==> src/sv/stq_pkg.sv <==
// Shared types and constants of the software timer queue.
package stq_pkg;

    localparam logic [2:0] MODE_CREATE  = 3'd0;
    localparam logic [2:0] MODE_DESTROY = 3'd1;
    localparam logic [2:0] MODE_SERVICE = 3'd2;
    localparam logic [2:0] MODE_SET     = 3'd3;
    localparam logic [2:0] MODE_DELTAG  = 3'd4;
    localparam logic [2:0] MODE_GET     = 3'd5;

    localparam logic [1:0] KIND_REPLY = 2'd0;
    localparam logic [1:0] KIND_EVENT = 2'd1;
    localparam logic [1:0] KIND_COUNT = 2'd2;

    localparam logic [2:0] ST_OK        = 3'd0;
    localparam logic [2:0] ST_BAD_TIME  = 3'd1;
    localparam logic [2:0] ST_FULL      = 3'd2;
    localparam logic [2:0] ST_NOT_ACT   = 3'd3;
    localparam logic [2:0] ST_NO_SET    = 3'd4;
    localparam logic [2:0] ST_NOT_FOUND = 3'd5;

    localparam logic [1:0] ATTR_TYPE   = 2'd0;
    localparam logic [1:0] ATTR_EXPIRY = 2'd1;
    localparam logic [1:0] ATTR_REPEAT = 2'd2;
    localparam logic [1:0] ATTR_TAG    = 2'd3;

    localparam logic [14:0] MSG_TYPE    = 15'd8;
    localparam logic [5:0]  SERVICE_CAP = 6'd63;

    typedef struct packed {
        logic [14:0] typ;
        logic [31:0] expiry;
        logic [30:0] rpt;
        logic [31:0] tag;
        logic [31:0] order;
    } t_entry;

    typedef enum logic [2:0] {
        S_IDLE,
        S_DECODE,
        S_RD_WAIT,
        S_SCAN,
        S_SVC_CHECK
    } t_state;

    typedef enum logic [2:0] {
        EM_NONE,
        EM_REPLY,
        EM_EVENT,
        EM_COUNT,
        EM_GET
    } t_emit;

    typedef enum logic [1:0] {
        SL_ZERO,
        SL_HANDLE,
        SL_FREE,
        SL_BEST
    } t_slot_sel;

    typedef struct packed {
        logic      latch;
        logic      scan_start;
        logic      rd_handle;
        logic      wr_create;
        logic      wr_set;
        logic      wr_reload;
        logic      clr_handle;
        logic      clr_best;
        logic      cnt_clr;
        logic      cnt_inc;
        t_emit     emit;
        logic [2:0] status;
        t_slot_sel slot_sel;
    } t_cmd;

    typedef struct packed {
        logic [2:0] mode;
        logic       scan_done;
        logic       free_found;
        logic       best_found;
        logic       best_due;
        logic       best_periodic;
        logic       handle_ok;
        logic       delay_zero;
        logic       mask_zero;
        logic       set_bad;
        logic       cnt_done;
    } t_sts;

    function automatic logic [31:0] sat_add(input logic [31:0] a, input logic [31:0] b);
        logic [32:0] s;
        s = {1'b0, a} + {1'b0, b};
        return s[32] ? 32'hFFFF_FFFF : s[31:0];
    endfunction

endpackage

==> src/sv/stq_ctrl.sv <==
// Command sequencer of the software timer queue.
module stq_ctrl import stq_pkg::*; (
    input  logic i_clk,
    input  logic i_rst_n,
    input  logic i_start,
    output logic o_busy,
    input  t_sts i_sts,
    output t_cmd o_cmd
);
    t_state r_state;
    t_state n_state;

    always_ff @(posedge i_clk) begin
        if (!i_rst_n) begin
            r_state <= S_IDLE;
        end else begin
            r_state <= n_state;
        end
    end

    always_comb begin
        n_state = r_state;
        unique case (r_state)
            S_IDLE: begin
                if (i_start) n_state = S_DECODE;
            end
            S_DECODE: begin
                priority case (i_sts.mode)
                    MODE_CREATE:  n_state = i_sts.delay_zero ? S_IDLE : S_SCAN;
                    MODE_SERVICE: n_state = S_SVC_CHECK;
                    MODE_DELTAG:  n_state = S_SCAN;
                    MODE_SET:     n_state = (i_sts.handle_ok && !i_sts.mask_zero &&
                                             !i_sts.set_bad) ? S_RD_WAIT : S_IDLE;
                    MODE_GET:     n_state = i_sts.handle_ok ? S_RD_WAIT : S_IDLE;
                    default:      n_state = S_IDLE;
                endcase
            end
            S_RD_WAIT: n_state = S_IDLE;
            S_SCAN: begin
                if (i_sts.scan_done) begin
                    if (i_sts.mode == MODE_SERVICE && i_sts.best_found && i_sts.best_due) begin
                        n_state = S_SVC_CHECK;
                    end else begin
                        n_state = S_IDLE;
                    end
                end
            end
            S_SVC_CHECK: n_state = i_sts.cnt_done ? S_IDLE : S_SCAN;
            default: n_state = S_IDLE;
        endcase
    end

    always_comb begin
        o_cmd          = '0;
        o_cmd.emit     = EM_NONE;
        o_cmd.status   = ST_OK;
        o_cmd.slot_sel = SL_ZERO;
        unique case (r_state)
            S_IDLE: begin
                o_cmd.latch = i_start;
            end
            S_DECODE: begin
                priority case (i_sts.mode)
                    MODE_CREATE: begin
                        if (i_sts.delay_zero) begin
                            o_cmd.emit   = EM_REPLY;
                            o_cmd.status = ST_BAD_TIME;
                        end else begin
                            o_cmd.scan_start = 1'b1;
                        end
                    end
                    MODE_DESTROY: begin
                        o_cmd.emit       = EM_REPLY;
                        o_cmd.slot_sel   = SL_HANDLE;
                        o_cmd.status     = i_sts.handle_ok ? ST_OK : ST_NOT_ACT;
                        o_cmd.clr_handle = i_sts.handle_ok;
                    end
                    MODE_SERVICE: o_cmd.cnt_clr = 1'b1;
                    MODE_DELTAG:  o_cmd.scan_start = 1'b1;
                    MODE_SET: begin
                        o_cmd.slot_sel = SL_HANDLE;
                        if (!i_sts.handle_ok) begin
                            o_cmd.emit   = EM_REPLY;
                            o_cmd.status = ST_NOT_ACT;
                        end else if (i_sts.mask_zero) begin
                            o_cmd.emit   = EM_REPLY;
                            o_cmd.status = ST_NO_SET;
                        end else if (i_sts.set_bad) begin
                            o_cmd.emit   = EM_REPLY;
                            o_cmd.status = ST_BAD_TIME;
                        end else begin
                            o_cmd.rd_handle = 1'b1;
                        end
                    end
                    MODE_GET: begin
                        o_cmd.slot_sel = SL_HANDLE;
                        if (!i_sts.handle_ok) begin
                            o_cmd.emit   = EM_REPLY;
                            o_cmd.status = ST_NOT_ACT;
                        end else begin
                            o_cmd.rd_handle = 1'b1;
                        end
                    end
                    default: o_cmd.emit = EM_NONE;
                endcase
            end
            S_RD_WAIT: begin
                o_cmd.slot_sel = SL_HANDLE;
                if (i_sts.mode == MODE_SET) begin
                    o_cmd.wr_set = 1'b1;
                    o_cmd.emit   = EM_REPLY;
                end else begin
                    o_cmd.emit = EM_GET;
                end
            end
            S_SCAN: begin
                if (i_sts.scan_done) begin
                    priority case (i_sts.mode)
                        MODE_CREATE: begin
                            o_cmd.emit = EM_REPLY;
                            if (i_sts.free_found) begin
                                o_cmd.wr_create = 1'b1;
                                o_cmd.slot_sel  = SL_FREE;
                            end else begin
                                o_cmd.status = ST_FULL;
                            end
                        end
                        MODE_DELTAG: begin
                            o_cmd.emit = EM_REPLY;
                            if (i_sts.best_found) begin
                                o_cmd.clr_best = 1'b1;
                                o_cmd.slot_sel = SL_BEST;
                            end else begin
                                o_cmd.status = ST_NOT_FOUND;
                            end
                        end
                        default: begin
                            if (i_sts.best_found && i_sts.best_due) begin
                                o_cmd.emit      = EM_EVENT;
                                o_cmd.cnt_inc   = 1'b1;
                                o_cmd.wr_reload = i_sts.best_periodic;
                                o_cmd.clr_best  = !i_sts.best_periodic;
                            end else begin
                                o_cmd.emit = EM_COUNT;
                            end
                        end
                    endcase
                end
            end
            S_SVC_CHECK: begin
                if (i_sts.cnt_done) begin
                    o_cmd.emit = EM_COUNT;
                end else begin
                    o_cmd.scan_start = 1'b1;
                end
            end
            default: o_cmd.emit = EM_NONE;
        endcase
    end

    assign o_busy = (r_state != S_IDLE);

`ifndef SYNTHESIS
    a_event_in_service: assert property (@(posedge i_clk) disable iff (!i_rst_n)
        (o_cmd.emit == EM_EVENT) |-> (r_state == S_SCAN && i_sts.mode == MODE_SERVICE))
        else $error("expiry event outside service");
    a_inc_with_event: assert property (@(posedge i_clk) disable iff (!i_rst_n)
        o_cmd.cnt_inc |-> (o_cmd.emit == EM_EVENT)) else $error("count without event");
    a_read_one_cycle: assert property (@(posedge i_clk) disable iff (!i_rst_n)
        (r_state == S_RD_WAIT) |=> (r_state == S_IDLE)) else $error("read wait stuck");
`endif
endmodule
==> config.mk <==
export PLATFORM = sky130hd
export DESIGN_NAME = stq_ctrl
export DESIGN_NICKNAME = d
export VERILOG_FILES = /design/src/sv/stq_pkg.sv /design/src/sv/stq_ctrl.sv
export SDC_FILE = /design/constraint.sdc
export NUM_CORES = 1
export LEC_CHECK = 0
export ABC_CLOCK_PERIOD_IN_PS = 1500
export BUFFER_PORTS_ARGS = -buffer_cell sky130_fd_sc_hd__buf_2
export CAP_MARGIN = 20
export CORE_AREA = 2 2 39 41
export DETAILED_ROUTE_END_ITERATION = 7
export DIE_AREA = 0 0 41 43
export GPL_TIMING_DRIVEN = 0
export PLACE_DENSITY_LB_ADDON = 0.25
export SLEW_MARGIN = 20
export SYNTH_ARGS = -nofsm -noshare
export SYNTH_HDL_FRONTEND = slang
export SYNTH_SLANG_ARGS = --single-unit
==> constraint.sdc <==
create_clock -name i_clk -period 1.5 [get_ports i_clk]
set_input_delay 0 -clock i_clk [delete_from_list [all_inputs] [get_ports i_clk]]
set_output_delay 0 -clock i_clk [all_outputs]
set_load 0.02 [all_outputs]
After elaboration in Yosys (flattened, before gate mapping)
Index checks and enable logic that the tools add are counted.

Equal/unequal tests: 11. Multiplexer cells: 64. Reduce and logical (&&, ||, !) cells: 14.

Operator list (number): $pmux 3 s4 (3); $mux 1 (31); $mux 2 (10); $mux 4 (5); $mux 3 (5); $pmux 3 s5 (1); $eq 3x2->1 const B (4); $pmux 5 s2 (1); $eq 3x3->1 const B (3); $mux 9 (1); $pmux 1 s2 (4); $eq 3x1->1 const B (2); $logic_not 3->1 (2); $pmux 2 s3 (1); $pmux 3 s2 (1); $logic_and 1x1->1 (5); $ne 2x2->1 const B (2); $pmux 1 s4 (1); $logic_not 1->1 (3); $reduce_bool 3->1 (1); $reduce_or 3->1 (1); $reduce_and 2->1 (1); $reduce_or 2->1 (1).

Flip-flop bits (word level): 3. Input port bits: 16. Output and inout port bits: 19. Logic and storage cells: 90.

Depth between registers and ports, before layout
Gate-level depths: netlist of run 1.

Depth in word-level cells: 6. Mapped depth: 5. Depth with buffers taken out: 4.

Worst setup path before layout of run 1
No wires, ideal clock.

Kind: register to output. Start point: register r_state[0]. End point: output o_cmd[12] (netlist name). Data arrival time: 1444 ps. Data required time: 1500 ps. Path slack: 56 ps. Cell stages (with the launch flop): 6. Buffers on the path: 1. Path through: dfxtp_1 > buf_4 > and4b_2 > o21ai_0 > nor2_1 > and2_1.

RTL lines: start: declaration (RTL line stq_ctrl.sv:10) `t_state r_state;`; start signal: assignment (RTL line stq_ctrl.sv:17) `r_state <= n_state;`; end: declaration (RTL line stq_ctrl.sv:8) `output t_cmd o_cmd`.

==> results of run 1 <==
## metrics by stage
stage / total power (uW) / hold WS [ns] / std cells / TNS [ns]
final: 448 / 0.0145 / 146 / -0.460
after global routing: 474 / 0.0198 / 146 / -1.10
after CTS: 437 / 0.0150 / 141 / -0.290
after detailed placement: 268 / 0.250 / 131 / 0
after global placement: 265 / 0.246 / 131 / 0
after floorplan: 209 / 0.110 / 82 / 0
## cell families after synthesis
| group | Yosys count | synth area share |
|---|---|---|
| AOI/OAI and AO/OA | 26 | 0.325 |
| and+or+nand+nor | 44 | 0.452 |
| DFF | 3 | 0.117 |
| buffers and inverters | 8 | 0.0831 |
| muxes | 1 | 0.0220 |
## what timing repair did
item                       CTS  global route
pin swaps                    4             4
setup buffers                6             6
setup endpoints to repair   10            14
resized for setup           11            31
## worst reg2reg max path, stage by stage, from the launching register on
cell     delay [ns]
dfxtp_2        0.35
or2b_4         0.28
buf_4          0.15
o31a_1         0.10
nor4b_1        0.33
a21o_1         0.13
## power by group
group,switching [uW],internal [uW],total [uW]
logic,114,95.2,209
clock network,48.6,100,149
registers,5.38,84.6,89.9
total,168,280,448
## placed cells by master (no fill, tap or decap), types with 2 or more instances in the layout
cell type / n
nor2b_1: 2
nor2_1: 8
o21ai_1: 3
buf_4: 16
inv_1: 2
nand2b_1: 3
nand2_1: 10
o31a_1: 2
nand3_1: 3
nand4_1: 2
nor3_1: 2
buf_2: 22
a21oi_1: 5
o21ai_0: 3
clkbuf_4: 4
clkbuf_1: 3
buf_6: 8
nor2_2: 3
a31oi_1: 3
## layer usage
metal  GRT usage  vias up
met5           0        -
met4      0.0200        0
met3      0.0471        0
met2       0.347       33
met1       0.252      351
li1            -      399
## worst paths after layout
check	startpoint	to	slack (ns)	cells past startpoint
max	r_state[2]	o_cmd[3]	-0.13	5
min	i_rst_n	r_state[0]	0.01	2
max reg2reg	r_state[0]	r_state[0]	0.11	5
min reg2reg	r_state[2]	r_state[2]	0.70	3
## layout make-up
class	count	area, um2
plain buffers	4	26.3
clock buffers	4	26.3
fillers	119	457
inverters	3	11.3
multi-input cells	71	469
flip-flops and latches	3	65.1
well taps	16	20.0
repair buffers	45	309
==> run summary, run 1 <==
length of routed met2 wiring - 984 um
grt ovf - 0
Seq cells post-synth - 3
crit end category - output pin
Fin Clk Skew - 0.00653 ns
Synth top cells by count - nor2_1 (11), nand2_1 (10), o21ai_0 (7), a21oi_1 (6)
EDFF count, synth - 0
CORE AREA - 1380 um2
total CTS buffers - 3
Routed WL - 1830 um
Initial Util - 0.370
DR WL/cell - 12.5 um
Final Hold Viols - 0
vias - 783
pre-CTS setup slack - 0.0221 ns
Largest Register - r_state
Worst Path Buf+Inv - 1
Max Slew Vio Count - 0
outcome - finished, violations left
vias in the first global route - 667
Leak Pwr - 0.000453 uW
first-pass GRT wire length - 2590 um
antenna violations before repair - 0
pwr dens - 483 nW/um2
drt drc - 0
Final Util - 0.670
Post-synth ARST share - 0
share of the synthesized area in the top cell type - 0.117
Clock Latency Late Sink - 0.24 ns
Max IR drop VDD - 443 uV
Cell Area, Synth - 512 um2
Final WS setup - -0.129 ns
CTS clk-pin slew, worst paths - 0.04 ns
hold_buf cts - 0
DP HPWL - 1250 um
min Tclk post-route - 1.63 ns
Max Clk Rate - 614 MHz
highest-delay cell along the critical path - or4_1
Largest stage delay, worst path - 0.40 ns
ys flop type - dfxtp_1
sequential share of the synthesized area - 0.117
ratio of cells with drive above 1 in the final layout - 0.523
ANT cells - 0
Largest delay share family, worst path - simple AND/OR/NAND/NOR gates
Via density - 5.36
layout net count - 147
die area - 1760 um2
Synth Area per Inst - 6.24 um2
site row count - 14
Synth area leader - dfxtp_1
Min-Delay Path Class - in -> reg
Top Layer Used - met3
RSZ-0062 raised after global routing - true
Unique masters post-synth - 36
biggest regs - r_state (3)
most area-consuming cells after synthesis - dfxtp_1 (12%), nor2_1 (8.1%), nand2_1 (7.3%)
count of input and output buffers - 33
Req. time, crit path - 1.50 ns
H-tree depth - 1
Routed Antenna Nets - 0
Crit Path Max Fanout - 5
Worst EP arrival - 1.63 ns
Worst Setup Start Kind - flop
placed instance area - 697 um2
Setup Viol. Count Final - 7
Area growth, synth to finish - 81.2%
post-route clock period utilization - 1.09
Die X - 41 um
Largest register FFs - 3
largest net degree at the start of global routing - 11
metal3 WL - 107 um
slew margin rel. - 0.674
failing checks - setup timing
Syn Nets - 98
WS Path Type - reg -> out
M1 wire length - 738 um
count leader, synth - nor2_1
Pre-Repair DR Iteration Count - 4
Clock Tree Root - clkbuf_4
clk sinks - 3
initial DRC count - 13
GRT Util Overall - 0.202
Slew @ Worst Pin - 0.488 ns
Max Cap Violations - 0
final instance area - 927 um2
Yosys warnings - 0
Critical Path, Cell by Cell - and4b_2, nand2_4, or4_1, o21ai_1, buf_4
gpl congestion - 0.878
CTS tree - yes
clock tree buffer depth - 2
chip height - 43 um
Post-Synthesis Cells - 82
I/O pins - 35
Power figures use the tool's default switching activity.
==> run 2, diff against run 1 <==
- ABC_AREA: not set -> 1
- CORE_AREA: 2 2 39 41 -> not set
- CORE_MARGIN: not set -> 2
- CORE_UTILIZATION: not set -> 41
- DIE_AREA: 0 0 41 43 -> not set
==> run 2 against run 1 <==
  * The run now ends clean
  * Setup slack improved by 0.24 ns
  * Cell count up 11%
  * Global-route usage shrank 0.60 points
  * Clock skew is 0.0056 ns lower
  * Sequential power about the same
==> run summary, run 2 <==
crit end category - output pin
total CTS buffers - 3 (unchanged)
min Tclk post-route - 1.39 ns (-0.236 ns)
Syn Nets - 124 (+27%)
DR WL/cell - 8.86 um (-29%)
Synth top cells by count - nand2_1 (27), inv_1 (21), nor2_1 (16), nand3_1 (13)
vias in the first global route - 573 (-14%)
ANT cells - 0 (unchanged)
Yosys warnings - 0 (unchanged)
Req. time, crit path - 1.50 ns (about the same)
WS Path Type - reg -> out
GRT Util Overall - 0.196 (-0.00602)
Reg area - 61.3 um2 (-5.8%)
Max IR drop VDD - 343 uV (-22%)
CTS tree - yes
outcome - complete, no violations
Crit Path Max Fanout - 5 (unchanged)
Pre-Repair DR Iteration Count - 4 (unchanged)
layout net count - 164 (+12%)
clock tree buffer depth - 2 (unchanged)
Setup Viol. Count Final - 0 (-7)
final instance area - 777 um2 (-16%)
CP dominant cell by count - nand3_1
DP HPWL - 1220 um (-2.3%)
vias - 776 (-0.89%)
most area-consuming cells after synthesis - nand2_1 (18%), inv_1 (14%), nand3_1 (12%)
most common cell after layout, fill and taps aside - buf_2
Largest register FFs - 3 (unchanged)
Routed Antenna Nets - 0 (unchanged)
EDFF count, synth - 0 (unchanged)
Max Cap Violations - 0 (unchanged)
highest-delay cell along the critical path - dfxtp_1
count of input and output buffers - 34 (+3.0%)
Routed WL - 1440 um (-22%)
Critical Path, Cell by Cell - inv_2, nand3_1, nor2_1, a31oi_1, nand3_1, buf_2
Worst Path Buf+Inv - 2 (+1)
ys flop type - dfxtp_1
Max Clk Rate - 718 MHz (+17%)
Via density - 4.79 (-11%)
CTS clk-pin slew, worst paths - 0.04 ns (about the same)
Clock Tree Root - clkbuf_4
Max Slew Vio Count - 0 (unchanged)
Unique masters post-synth - 21 (-42%)
die area - 1650 um2 (-6.3%)
R2R Setup Slk - 0.41 ns (+0.30 ns)
RSZ-0062 raised after global routing - false
Clock Latency Late Sink - 0.23 ns (about the same)
antenna violations before repair - 0 (unchanged)
post-route clock period utilization - 0.928 (-0.158)
Fin Setup TNS - 0 ns (+0.460 ns)
site row count - 13 (-1)
most frequent cells in the layout - buf_2 (34), nand2_1 (27), inv_1 (19), nor2_1 (16), nand3_1 (13)
pwr dens - 513 nW/um2 (+6.2%)
Design Power - 399 uW (-11%)
Area growth, synth to finish - 41.1%
Die X - 40.6 um (-0.87%)
biggest regs - r_state (3)
first-pass GRT wire length - 2180 um (-16%)
Leak Pwr - 0.000506 uW (+12%)
chip height - 40.6 um (-5.5%)
ratio of cells with drive above 1 in the final layout - 0.361 (-0.163)
clk sinks - 3 (unchanged)
placed instance area - 739 um2 (+6.1%)
Seq cells post-synth - 3 (unchanged)
Worst EP arrival - 1.39 ns (-0.24 ns)
grt ovf - 0 (unchanged)
Initial Util - 0.428 (+0.0586)
drt drc - 0 (unchanged)
Post-synth ARST share - 0 (unchanged)
share of the synthesized area in the top cell type - 0.184 (+0.0667)
Post-Synthesis Cells - 108 (+32%)
largest net degree at the start of global routing - 11 (unchanged)
postcts setup bufs - 0 (-6)
Largest Register - r_state
Min-Delay Path Class - in -> reg
slew margin rel. - 0.810 (+0.136)
Cell Area, Synth - 551 um2 (+7.6%)
Synth Area per Inst - 5.10 um2 (-18%)
count leader, synth - nand2_1
Fillers - 156 (+31%)
I/O pins - 35 (unchanged)
CORE AREA - 1280 um2 (-7.1%)
multi-input logic area - 404 um2 (-14%)
Fin Clk Skew - 0.000927 ns (-0.00561 ns)
Largest delay share family, worst path - flip-flops
Synth area leader - nand2_1
initial DRC count - 10 (-3)
Worst Setup Start Kind - flop
Slew @ Worst Pin - 0.284 ns (-0.205 ns)
sequential share of the synthesized area - 0.109 (-0.00827)
gpl congestion - 0.769 (-12%)
H-tree depth - 1 (unchanged)
Largest stage delay, worst path - 0.40 ns (about the same)
Final Hold Viols - 0 (unchanged)
run 2: cell count changes after synthesis, sizes merged, moves of 2 or more:
cell / previous run / this run
nor2: 11 / 21
nor2b: 3 / 0
inv: 3 / 21
nand3: 3 / 14
nand2b: 3 / 0
clkbuf: 2 / 0
o21ai: 7 / 5
o31a: 2 / 0
buf: 3 / 1
a31oi: 3 / 1
nand2: 11 / 30
a21oi: 7 / 3
run 2: metal layers:
| metal | track usage | vias to the layer above | part of all wire |
|---|---|---|---|
| met3 | 0.0326 | 2 | 0.038 |
| met5 | 0 | - | 0 |
| met2 | 0.345 | 20 | 0.52 |
| met1 | 0.225 | 335 | 0.43 |
| li1 | - | 419 | - |
| met4 | 0.100 | 0 | 0.015 |
run 2: cell type report:
class,instances,share of cell area
plain buffers,1,0.00966
flip-flops and latches,3,0.0789
multi-input cells,83,0.520
clock buffers,4,0.0338
inverters,21,0.101
repair buffers,35,0.232
well taps,15,0.0242
run 2: what timing repair did:
| action | 4_1_cts | 5_1_grt |
|---|---|---|
| hold buffers | 1 | 0 |
| endpoints found under the hold margin | 1 | 0 |
| endpoints found under the setup margin | 0 | 7 |
| gates resized for setup | 0 | 3 |
run 2: worst paths after layout:
path,start,end,depth (start not counted)
setup / recovery,r_state[2],o_cmd[5],6
hold / removal,i_sts[9],r_state[0],4
setup reg to reg,r_state[0],r_state[1],7
hold reg to reg,r_state[0],r_state[0],4
run 2: power by group:
group	internal, uW	switching, uW
Clock	99.7	42.2
Combinational	60.3	106
Sequential	85.0	5.18
Total	245	154
run 2: worst reg2reg max path: stages (launching register included):
cell and delay, ns:
dfxtp_1 0.33, nor2_1 0.26, nand3_1 0.16, inv_1 0.08
nor2_1 0.05, nand3_1 0.07, nand2_1 0.05, inv_1 0.04
run 2: through the flow:
step	util	setup WS, ns	instances	hold WS, ns
CTS	0.604	0.0348	162	0.118
floorplan	-	0.261	108	0.0835
global route	0.605	0.00227	162	0.146
global placement	0.575	0.303	157	0.199
finish	0.605	0.107	162	0.111
detailed placement	0.575	0.291	157	0.207
run 2: logic make-up (layout without fill, tap and decap cells):
| logic type | Yosys count | after routing | share of synthesized area |
|---|---|---|---|
| and+or+nand+nor | 72 | 72 | 0.609 |
| buffers and inverters | 22 | 61 | 0.157 |
| AOI/OAI and AO/OA | 11 | 11 | 0.125 |
| DFF | 3 | 3 | 0.109 |
